--- config.mk ---
export PLATFORM = sky130hd
export DESIGN_NAME = gbs_merge
export DESIGN_NICKNAME = d
export VERILOG_FILES = /design/src/gini_best_boolean_split_defines.svh /design/src/gbs_pkg.sv /design/src/gbs_merge.sv
export SDC_FILE = /design/constraint.sdc
export NUM_CORES = 1
export LEC_CHECK = 0
export BUFFER_PORTS_ARGS = -buffer_cell sky130_fd_sc_hd__buf_2
export CAP_MARGIN = 25
export CELL_PAD_IN_SITES_DETAIL_PLACEMENT = 1
export CELL_PAD_IN_SITES_GLOBAL_PLACEMENT = 2
export CORE_AREA = 3 3 448 450
export CTS_BUF_LIST = sky130_fd_sc_hd__clkbuf_8
export DETAILED_ROUTE_END_ITERATION = 16
export DIE_AREA = 0 0 451 453
export PLACE_DENSITY = 0.38
export SLEW_MARGIN = 0
export SYNTH_ARGS = -nofsm -noshare
export SYNTH_HDL_FRONTEND = slang
export SYNTH_SLANG_ARGS = --single-unit
--- constraint.sdc ---
create_clock -name clk -period 11.45 [get_ports clk]
set_input_delay 0 -clock clk [delete_from_list [all_inputs] [get_ports clk]]
set_output_delay 0 -clock clk [all_outputs]
set_load 0.05 [all_outputs]
--- src/gini_best_boolean_split_defines.svh ---
// Assertion macros for the Gini split selector.
// Included by the RTL files that carry concurrent checks; no other dependencies.
`ifndef GINI_BEST_BOOLEAN_SPLIT_DEFINES_SVH
`define GINI_BEST_BOOLEAN_SPLIT_DEFINES_SVH
`ifndef SYNTH
`define GBS_ASSERT_IMP(lbl, clk, rst_n, ante, cons, msg) \
    lbl: assert property (@(posedge clk) disable iff (!rst_n) (ante) |-> (cons)) \
        else $error(msg);
`define GBS_ASSERT_NXT(lbl, clk, rst_n, ante, cons, msg) \
    lbl: assert property (@(posedge clk) disable iff (!rst_n) (ante) |=> (cons)) \
        else $error(msg);
`else
`define GBS_ASSERT_IMP(lbl, clk, rst_n, ante, cons, msg)
`define GBS_ASSERT_NXT(lbl, clk, rst_n, ante, cons, msg)
`endif
`endif

--- src/gbs_pkg.sv ---
// Shared constants and the result struct of the Gini split selector.
// No dependencies.
`timescale 1ns / 1ps
package gbs_pkg;
    localparam int FRAC_W     = 32;  // Q0.32 fraction bits
    localparam int IMP_W      = 30;  // p(1-p)/2 never exceeds 2^29
    localparam int GAIN_W     = 32;
    localparam int FEAT_IDX_W = 5;
    localparam int CNT_OUT_W  = 17;
    localparam int INPUT_W    = 32;

    typedef struct packed {
        logic [FEAT_IDX_W-1:0] best_feature;
        logic                  found;
        logic                  all_invalid;
        logic [GAIN_W-1:0]     best_gain;
    } split_t;
endpackage

--- src/gbs_merge.sv ---
// Merge stage: scans lanes in index order, one per cycle, keeps the best split.
// Depends on gbs_pkg.
`timescale 1ns / 1ps
module gbs_merge #(
    parameter int NL = 32
) (
    input  logic                       clk,
    input  logic                       rst_n,
    input  logic                       start,
    input  logic [NL-1:0]              cand,
    input  logic [NL-1:0]              split_ok,
    input  logic [gbs_pkg::GAIN_W-1:0] w [NL],
    input  logic [gbs_pkg::IMP_W-1:0]  parent,
    output logic                       done,
    output gbs_pkg::split_t            best
);
    import gbs_pkg::*;

    localparam int IW = (NL > 1) ? $clog2(NL) : 1;

    logic              busy_reg, done_reg;
    logic [IW-1:0]     idx_reg, best_idx_reg;
    logic              found_reg, bvalid_reg;
    logic [GAIN_W-1:0] bgain_reg;
    logic [GAIN_W-1:0] par_ext, cur_w, g;
    logic              cur_ok, take;

    assign par_ext = GAIN_W'(parent);
    assign cur_w   = w[idx_reg];
    assign cur_ok  = split_ok[idx_reg];
    assign g       = (par_ext > cur_w) ? par_ext - cur_w : '0;
    assign take    = cand[idx_reg] &&
                     (!found_reg || !bvalid_reg || (cur_ok && g > bgain_reg));

    always_ff @(posedge clk or negedge rst_n)
    begin
        if (!rst_n)
        begin
            busy_reg     <= 1'b0;
            done_reg     <= 1'b0;
            idx_reg      <= '0;
            best_idx_reg <= '0;
            found_reg    <= 1'b0;
            bvalid_reg   <= 1'b0;
            bgain_reg    <= '0;
        end
        else if (start)
        begin
            busy_reg     <= 1'b1;
            done_reg     <= 1'b0;
            idx_reg      <= '0;
            best_idx_reg <= '0;
            found_reg    <= 1'b0;
            bvalid_reg   <= 1'b0;
            bgain_reg    <= '0;
        end
        else if (busy_reg)
        begin
            if (take)
            begin
                found_reg    <= 1'b1;
                bvalid_reg   <= cur_ok;
                best_idx_reg <= idx_reg;
                bgain_reg    <= cur_ok ? g : '0;
            end
            if (idx_reg == IW'(NL - 1))
            begin
                busy_reg <= 1'b0;
                done_reg <= 1'b1;
            end
            else
            begin
                idx_reg <= idx_reg + 1'b1;
            end
        end
        else
        begin
            done_reg <= 1'b0;
        end
    end

    assign done              = done_reg;
    assign best.best_feature = FEAT_IDX_W'(best_idx_reg);
    assign best.found        = found_reg;
    assign best.all_invalid  = found_reg && !bvalid_reg;
    assign best.best_gain    = bgain_reg;
endmodule
* Yosys cells after proc, flatten, opt, wreduce, memory -nomap -nowiden *
Cells that the tools add are included.

cells by class
  $lt $le $gt $ge = 4
  shifts and indexed selects = 0
  multiplexer cells = 30
  $mul = 0
  add/subtract/negate cells = 2
  reductions and logical operators = 11
  bitwise logic cells = 1
  div/mod/pow operators = 0
  eq/ne operators = 3

operator list
  cell                                                                           count
  32-bit 2-to-1 mux                                                              7
  32-bit binary-select mux with 5-bit select                                     1
  30-bit by 32-bit greater-than comparator with 1-bit output                     1
  32-bit greater-than comparator                                                 1
  30-bit by 32-bit subtractor with 32-bit output                                 1
  5-bit 2-to-1 mux                                                               6
  1-bit 2-to-1 mux                                                               14
  1-bit binary-select mux with 5-bit select                                      2
  6-bit greater-or-equal comparator (second input constant)                      1
  5-bit by 6-bit less-than comparator with 1-bit output (second input constant)  1
  5-bit NOT with 6-bit output                                                    1
  5-bit by 1-bit adder with 5-bit output (second input constant)                 1
  5-bit == test (second input constant)                                          1
  2-bit AND reduction                                                            2
  2-bit nonzero test                                                             2
  1-bit logical AND                                                              3
  3-bit by 2-bit inequality test with 1-bit output (second input constant)       1
  1-bit logical NOT                                                              2
  1-bit logical OR                                                               2
  2-bit inequality test (second input constant)                                  1

storage, ports and cells
  output and inout bits = 40
  RAM bits = 0
  logic and storage cells = 58
  memory bits (read-only) = 0
  flip-flop bits (word level) = 46
  latch bits = 0
  memories = 0

* Logic depth before layout (Yosys ltp) *
Gate-level depths: netlist of the first run.

  depth after elaboration = 13
  mapped depth = 30

* Worst setup path after synthesis of the first run *
Ideal clock, no wire load.

  path kind = flip-flop to flip-flop
  from = reg idx_reg[0]
  to = reg bgain_reg[14]
  period minus slack after synthesis = 7.133 ns
  arrival = 7.022 ns
  cell stages (with the launch flop) = 28
  required time = 11.340 ns
  path buffers = 8
  setup time = 0.110 ns
  slack = 4.317 ns
  path through = dfrtp_1 -> buf_6 -> buf_6 -> buf_4 -> buf_2 -> buf_2 -> buf_1 -> mux4_2 -> mux4_2 -> mux2i_1 -> ha_1 -> a211oi_1 -> o21ai_0 -> o2111ai_1 -> a211oi_1 -> o21a_1 -> o21ai_1 -> clkbuf_1 -> nor3_1 -> ha_1 -> nand4_1 -> nor4_1 -> a21boi_0 -> o31ai_1 -> a32o_1 -> or4_1 -> buf_2 -> o41ai_1

between the ends
  word-level cells in the longest chain between the ends = 12
  elaborated cells between the ends (all ways) = 21

RTL lines
  element                                                                                                                              RTL line         source
  start: declaration                                                                                                                   gbs_merge.sv:22  logic [IW-1:0] idx_reg, best_idx_reg;
  start signal: assignment                                                                                                             gbs_merge.sv:73  idx_reg <= idx_reg + 1'b1;
  5-bit NOT with 6-bit output (not written as such)                                                                                    gbs_merge.sv:29  assign cur_w = w[idx_reg];
  32-bit binary-select mux with 5-bit select                                                                                           gbs_merge.sv:29
  32-bit 2-to-1 mux (not written as such) (2 in series)                                                                                gbs_merge.sv:29
  30-bit by 32-bit subtractor with 32-bit output / 30-bit by 32-bit greater-than comparator with 1-bit output (equally long branches)  gbs_merge.sv:31  assign g = (par_ext > cur_w) ? par_ext - cur_w : '0;
  32-bit 2-to-1 mux                                                                                                                    gbs_merge.sv:31
  32-bit greater-than comparator                                                                                                       gbs_merge.sv:33  (!found_reg || !bvalid_reg || (cur_ok && g > bgain_reg));
  1-bit logical AND                                                                                                                    gbs_merge.sv:33
  1-bit logical OR                                                                                                                     gbs_merge.sv:33
  1-bit logical AND                                                                                                                    gbs_merge.sv:32  assign take = cand[idx_reg] &&
  2-bit nonzero test (no line)                                                                                                         --
  2-bit AND reduction (no line)                                                                                                        --
  end signal: assignment                                                                                                               gbs_merge.sv:64  bgain_reg <= cur_ok ? g : '0;
  end: declaration                                                                                                                     gbs_merge.sv:24  logic [GAIN_W-1:0] bgain_reg;

Several ways; a longest one is shown, not always the timed one. The select of a mux whose other input is x is not followed.
A chain may end at the register's enable or synchronous reset.

* Final worst setup path of the first run *
  from = reg idx_reg[0]
  to = reg bgain_reg[20]

Same word-level chain as after synthesis.

==> results of run 1 <==
-- logic make-up after synthesis --
group,count (synthesis),synth area share [%]
DFF,46,8.79
xor gates and xnor gates,21,1.40
other,1,0.0286
AOI/OAI and AO/OA,205,11.4
adders and majority gates,65,6.27
buffers and inverters,150,4.82
muxes,370,60.2
and+or+nand+nor,176,7.07
-- layer usage --
layer	wire length (µm)	vias up	part of all wire, %	global-route usage [%]
met5	627	-	0.37	0
met4	5460	94	3.2	3.74
met3	11000	370	6.5	3.49
met2	89500	873	53	29.7
met1	62300	8657	37	17.9
li1	-	6769	-	-
-- power groups by stage --
stage	combinational [W]	sequential (W)	clock, W
3_5_place_dp	0.00134	0.000196	0
2_1_floorplan	0.000676	0.000186	0
5_1_grt	0.00140	0.000194	0.000122
4_1_cts	0.00134	0.000193	0.000120
6_report	0.00130	0.000191	0.000110
3_3_place_gp	0.00134	0.000196	0
-- cells in the mapped netlist, drive strengths merged, types with 3 or more instances --
library cell | n | area, µm²
a21boi | 5 | 37.5
nor3 | 15 | 75.1
nand2 | 34 | 128
nor4 | 4 | 25.0
nand3 | 19 | 95.1
or2 | 5 | 31.3
inv | 43 | 161
nand2b | 4 | 25.0
a31oi | 10 | 62.6
a31o | 3 | 26.3
and2 | 23 | 144
o41ai | 8 | 115
ha | 64 | 801
nor2b | 10 | 62.6
o211ai | 14 | 105
o32ai | 3 | 26.3
buf | 39 | 214
nor3b | 3 | 22.5
clkbuf | 68 | 255
nor2 | 27 | 101
and4 | 3 | 26.3
mux2i | 34 | 340
a22oi | 3 | 22.5
dfrtp | 46 | 1150
a21o | 18 | 135
o2111ai | 3 | 26.3
or3 | 3 | 18.8
a32o | 21 | 210
xnor2 | 13 | 114
a21oi | 45 | 229
xor2 | 8 | 70.1
mux4 | 334 | 7520
a211oi | 8 | 60.1
o21a | 17 | 128
and3 | 6 | 37.5
o21ai | 26 | 130
nand4 | 15 | 93.8
o31ai | 4 | 30.0
-- layout make-up --
cell class	instances	area share, %
diodes	59	0.661
multi-input cells	838	50.7
clock inverters	3	0.0672
clock buffers	5	0.308
flip-flops and latches	46	5.21
repair buffers	1190	27.5
well taps	2640	14.8
inverters	43	0.745
-- layout by cell type (no fill, tap or decap), types with 4 or more instances in the layout --
| master | instances |
|---|---|
| o211ai_1 | 14 |
| and3_1 | 6 |
| a21o_1 | 18 |
| nand3_1 | 19 |
| a21oi_1 | 43 |
| ha_1 | 64 |
| mux2i_1 | 34 |
| o21a_1 | 17 |
| o31ai_1 | 4 |
| clkbuf_8 | 5 |
| nand2b_1 | 4 |
| and2_1 | 23 |
| xnor2_1 | 13 |
| buf_12 | 8 |
| nor3_1 | 15 |
| nor2_1 | 27 |
| o21ai_0 | 24 |
| or2_2 | 5 |
| xor2_1 | 8 |
| buf_4 | 21 |
| buf_2 | 1160 |
| a21boi_0 | 5 |
| o41ai_2 | 6 |
| dfrtp_1 | 43 |
| nor2b_1 | 10 |
| nand2_1 | 34 |
| mux4_2 | 334 |
| inv_1 | 42 |
| diode_2 | 59 |
| a32o_1 | 21 |
| a211oi_1 | 8 |
| nand4_1 | 15 |
| a31oi_1 | 9 |
-- stage by stage --
step	setup slack [ns]	hold slack, ns	utilization [%]
final	2.57	0.0598	11.3
after CTS	2.31	0.0465	11.3
after global routing	1.91	0.0567	11.3
after floorplan	4.32	-0.296	-
after detailed placement	2.36	0.196	11.2
after global placement	2.28	0.184	11.2
-- path summary, 6_finish.rpt --
check / startpoint / endpoint / cells after the start
worst max-delay path: idx_reg[0] / bgain_reg[20] / 21
worst min-delay path: start / idx_reg[2] / 2
worst max register to register: idx_reg[0] / bgain_reg[20] / 21
worst min register to register: bgain_reg[21] / bgain_reg[21] / 1
max in group asynchronous: rst_n / idx_reg[1] / 3
min in group asynchronous: rst_n / bgain_reg[4] / 3
==> summary.txt, run 1 <==
Place
  • Area post-placement: 22,100 µm²
  • Gpl congestion: 0.902
  • Detailed placement HPWL: 156 mm
  • Number of I/O port buffers: 1,160
  • Placed insts: 4,756

Routing
  • # DRC: 0
  • Wire per inst: 35.0 µm
  • Routed Antenna Nets: 0
  • Via Count: 16,800
  • DR iter-0 viols: 1,199
  • DRT Pass-1 Iters: 5
  • Routed vias/inst: 3.47
  • Drt total wl: 169 mm

Global route
  • Largest net degree at the start of global routing: 79
  • Congestion Overflow GR: 0
  • Initial antenna violation count: 224
  • Global-route wire length before repair: 209 mm
  • Vias in the first global route: 17,900
  • Overall Global Routing Usage: 15.8%

Die
  • Die outline area: 204,000 µm²
  • Ports: 1,161
  • Starting Density: 6.65%
  • Core box area: 197,000 µm²
  • Die height: 453 µm
  • Die Wd: 451 µm
  • FP Rows: 163

Worst setup path
  • Worst path slowest cell: dfrtp_4
  • Crit-path max FO: 58
  • R2r setup slk: 2.57 ns
  • Critical path buffers and inverters: 2
  • Crit-path max cell delay: 0.90 ns
  • Critical Path End Type: flip-flop
  • Crit path cell chain: buf_12 > mux4_2 > mux4_2 > mux2i_1 > ha_1 > and2_1 > nand2_1 > or3_1 > a211oi_1 > o21a_1 > o21a_1 > buf_4 > and2_1 > ha_1 > nand4_1 > nor4_1 > a21boi_0 > o31ai_1 > a32o_1 > or4_1 > o32ai_1
  • Critical path type: reg -> reg
  • Startpoint types: flip-flop
  • Critical Path RT: 11.67 ns
  • CP delay by family, top: compound AO/OA/AOI/OAI gates
  • Critical Path AT: 9.11 ns

Power
  • Sequential power share: 11.9%
  • PwrDens: 71.7 nW/µm²
  • Combinational share of power: 81.2%
  • Power share of the clock group: 6.9%
  • Internal: 0.000783 W
  • Sw Ratio: 51.0%
  • Psw: 0.000816 W
  • Worst VDD drop: 0.0332 mV
  • Power Total: 0.00160 W
  • Pleak: 9.26 nW

Clocking
  • Post-cts sizing count: 0
  • Clk_lat worst skew: 0.33 ns
  • TritonCTS buffer count: 5
  • CTS tree: done
  • Clock transition at path regs: 0.10 ns
  • CTS HTree Levels: 2
  • Post-CTS setup buffers: 0
  • Clock Tree Buf Depth: 2
  • Clock sink count: 46
  • Clk root buf: clkbuf_8
  • Hold buffers post-CTS: 1

Synthesis
  • Yosys Warn Count: 0
  • Synth unique cells: 63
  • Syn Area/Cell: 12.7 µm²
  • Fraction of registers with async set/reset: 100%
  • Main flop type after synthesis: dfrtp_1
  • #FFs+latches synth: 46
  • Syn Inst Count: 1,034
  • Syn nets: 2,220
  • Post-synth EDFFs: 0
  • Mapped Area: 13,100 µm²
  • Register area share after synthesis: 8.79%

Job
  • MaxCap Viol Count: 0

STA
  • Slew margin rel.: 33.7%
  • Final setup TNS: 0 ns
  • Setup repair after global routing missed its margin: false
  • Worst slew pin tran: 0.995 ns
  • # setup viols final: 0
  • Fin crit period: 8.88 ns
  • Final worst path period share: 77.6%
  • Final hold violations: 0
  • Clk_skew: 0.00751 ns
  • Fmax: 113 MHz
  • Max Slew Vio Count: 0

Layout
  • Area growth from synthesis to layout: 70.5%
  • Final non-filler cell area: 22,300 µm²
  • Filler cell count: 23,500
  • Max reg flops: 32
  • Final net count: 3,310
  • Seq. cell area: 1160 µm²
  • Final std cells w/o fill: 4,824
  • Layout cells sized above 1: 73.2%
  • Area occupied by multi-input gates: 11,300 µm²

Worst hold path
  • HP Class: in -> reg

Outcome
  • Outcome: finished, final reports clean
Power figures use the tool's default switching activity.
==> inputs of run 2 (changes only) <==
Settings changed: ABC_AREA set to 1, CORE_AREA 3 3 448 450 to 3 3 450 452, DIE_AREA 0 0 451 453 to 0 0 453 455, PLACE_DENSITY 0.38 to 0.47.
Clock period 11.45 ns to 7.5 ns, I/O delays scaled along.
==> run 2 against run 1 <==
Net effect:
- combinational power up 81%
- global-route usage up 1.2 points
- hold slack better by 0.23 ns
- clock skew up 0.0076 ns
- flip-flop and latch count unchanged
- area after synthesis up 13%
==> summary.txt, run 2 <==
Outcome
  • Outcome: finished, final reports clean

STA
  • Fin crit period: 6.91 ns
  • # setup viols final: 0
  • Max Slew Vio Count: 0
  • Slew margin rel.: 41.5%
  • Clk_skew: 0.0151 ns
  • Final setup TNS: 0 ns
  • Final hold violations: 0
  • Worst slew pin tran: 0.878 ns
  • Final worst path period share: 92.1%
  • Fmax: 145 MHz
  • Setup repair after global routing missed its margin: false

Job
  • MaxCap Viol Count: 0

Synthesis
  • Mapped Area: 14,700 µm²
  • Post-synth EDFFs: 0
  • Yosys Warn Count: 0
  • Area contributors post-synth: o21ai_0 (18%), nor2_1 (14%), nand2_1 (12%), nand3_1 (8.2%), dfrtp_1 (7.8%)
  • Syn nets: 4,013
  • Register area share after synthesis: 7.81%
  • Syn Area/Cell: 5.21 µm²
  • Most numerous cell in the Yosys netlist: nor2_1
  • Main flop type after synthesis: dfrtp_1
  • #FFs+latches synth: 46
  • Synth area leader: o21ai_0
  • Synth unique cells: 40
  • Syn Inst Count: 2,827
  • Fraction of registers with async set/reset: 100%
  • Post-synth top cells: nor2_1 (545), o21ai_0 (523), nand2_1 (490)
  • Share of the synthesized area in the top cell type: 17.8%

Die
  • Die Wd: 453 µm
  • Starting Density: 7.40%
  • Ports: 1,161
  • Die outline area: 206,000 µm²
  • Die height: 455 µm
  • FP Rows: 164
  • Core box area: 199,000 µm²

Worst setup path
  • Critical Path AT: 7.14 ns
  • Worst path slowest cell: dfrtp_4
  • Startpoint types: flip-flop
  • Critical Path End Type: flip-flop
  • Crit-path max FO: 71
  • Critical Path RT: 7.73 ns
  • Crit-path max cell delay: 0.62 ns
  • Critical path type: reg -> reg
  • Most Frequent Cell on Critical Path: nand2_1

Place
  • Gpl congestion: 0.897
  • Number of I/O port buffers: 1,160
  • Detailed placement HPWL: 161 mm
  • Area post-placement: 24,000 µm²

Layout
  • Final non-filler cell area: 24,200 µm²
  • Max reg flops: 32
  • Seq. cell area: 1160 µm²
  • Filler cell count: 25,000
  • Area growth from synthesis to layout: 64.1%
  • Layout cells sized above 1: 34.1%
  • Area occupied by multi-input gates: 11,800 µm²
  • Commonest non-fill, non-tap cells in the layout: buf_2 (1,160), nor2_1 (545), o21ai_0 (523)
  • Final net count: 5,061
  • Most common cell after layout, fill and taps aside: buf_2

Clocking
  • Clock Tree Buf Depth: 2
  • CTS HTree Levels: 2
  • Post-CTS setup buffers: 0
  • Clock sink count: 46
  • Clk root buf: clkbuf_8
  • TritonCTS buffer count: 5
  • CTS tree: done
  • Clock transition at path regs: 0.11 ns
  • Clk_lat worst skew: 0.34 ns

Power
  • Pleak: 11.4 nW
  • Worst VDD drop: 0.0721 mV
  • PwrDens: 116 nW/µm²

Global route
  • Congestion Overflow GR: 0
  • Initial antenna violation count: 98
  • Largest net degree at the start of global routing: 74
  • Vias in the first global route: 26,800
  • Overall Global Routing Usage: 17.0%
  • Global-route wire length before repair: 241 mm

Routing
  • Routed vias/inst: 3.82
  • Via Count: 25,100
  • DRT Pass-1 Iters: 5
  • Wire per inst: 28.3 µm
  • DR iter-0 viols: 1,498
  • # DRC: 0
  • Drt total wl: 185 mm
  • Routed Antenna Nets: 0

Worst hold path
  • HP Class: in -> reg
[run 2: changes by cell type after synthesis, sizes merged, moves of 95 or more]
cell    change
clkbuf     +99
o22ai      +95
mux4      -334
nand3     +222
inv       +157
o21ai     +530
nand2     +458
nor2      +520
[run 2: stage by stage]
| stage | worst slack, ns | power [W] | hold slack (ns) | cells | utilization (%) |
|---|---|---|---|---|---|
| 2_1_floorplan | 2.48 | 0.00140 | -0.296 | 2827 | - |
| 3_3_place_gp | 0.470 | 0.00271 | 0.196 | 6521 | 12.0 |
| 3_5_place_dp | 0.514 | 0.00271 | 0.212 | 6522 | 12.1 |
| 4_1_cts | 0.453 | 0.00291 | 0.286 | 6532 | 12.1 |
| 5_1_grt | 0.109 | 0.00310 | 0.344 | 6543 | 12.1 |
| 6_report | 0.589 | 0.00282 | 0.292 | 6555 | 12.1 |
[run 2: cell type report]
type	instances	area share, %
multi-input cells	2343	48.8
repair buffers	1277	28.7
well taps	2656	13.7
flip-flops and latches	46	4.81
inverters	202	3.28
clock buffers	5	0.285
diodes	23	0.238
clock inverters	3	0.0880
[run 2: per-layer routing]
layer | vias to the layer above | track usage, % | share of wire (%) | wire (µm)
met2 | 884 | 32.2 | 52 | 96800
li1 | 11900 | - | - | -
met1 | 12100 | 20.4 | 41 | 76000
met3 | 157 | 2.30 | 4.7 | 8770
met5 | - | 0 | 0.097 | 180
met4 | 28 | 3.01 | 2.0 | 3730
[run 2: path summary, 6_finish.rpt]
path,depth (start not counted),to,slack (ns),startpoint
hold reg to reg,2,best_idx_reg[3],0.53,best_idx_reg[3]
hold / removal,6,bgain_reg[1],0.29,parent[1]
setup / recovery,30,bgain_reg[5],0.59,idx_reg[0]
min in group asynchronous,3,bgain_reg[7],0.31,rst_n
max in group asynchronous,3,idx_reg[2],6.60,rst_n
setup reg to reg,30,bgain_reg[5],0.59,idx_reg[0]
[run 2: what timing repair did]
action                     4_1_cts  5_1_grt
hold endpoints to repair        48        0
hold buffers                     2        0
setup endpoints to repair        0        6
resized for setup                0        1
[run 2: worst max-delay path, delay by kind of cell, from the launching register on]
family          cells  cell delay, ns
flops               1            0.62
simple gates       20            3.26
compound gates      3            0.96
fa+ha+maj           2            0.74
buf+inv             5            0.93
[run 2: kinds of logic after synthesis]
logic type	count (synthesis)	share of synthesized area (%)
xor gates and xnor gates	14	0.832
buffers and inverters	438	12.2
other	1	0.0254
and+or+nand+nor	1340	37.4
adders and majority gates	65	5.57
DFF	46	7.81
AOI/OAI and AO/OA	923	36.2
[run 2: power breakdown]
part	internal, W	switching (W)
clock network	0.0000662	0.000117
registers	0.000260	0.0000224
logic	0.000786	0.00156
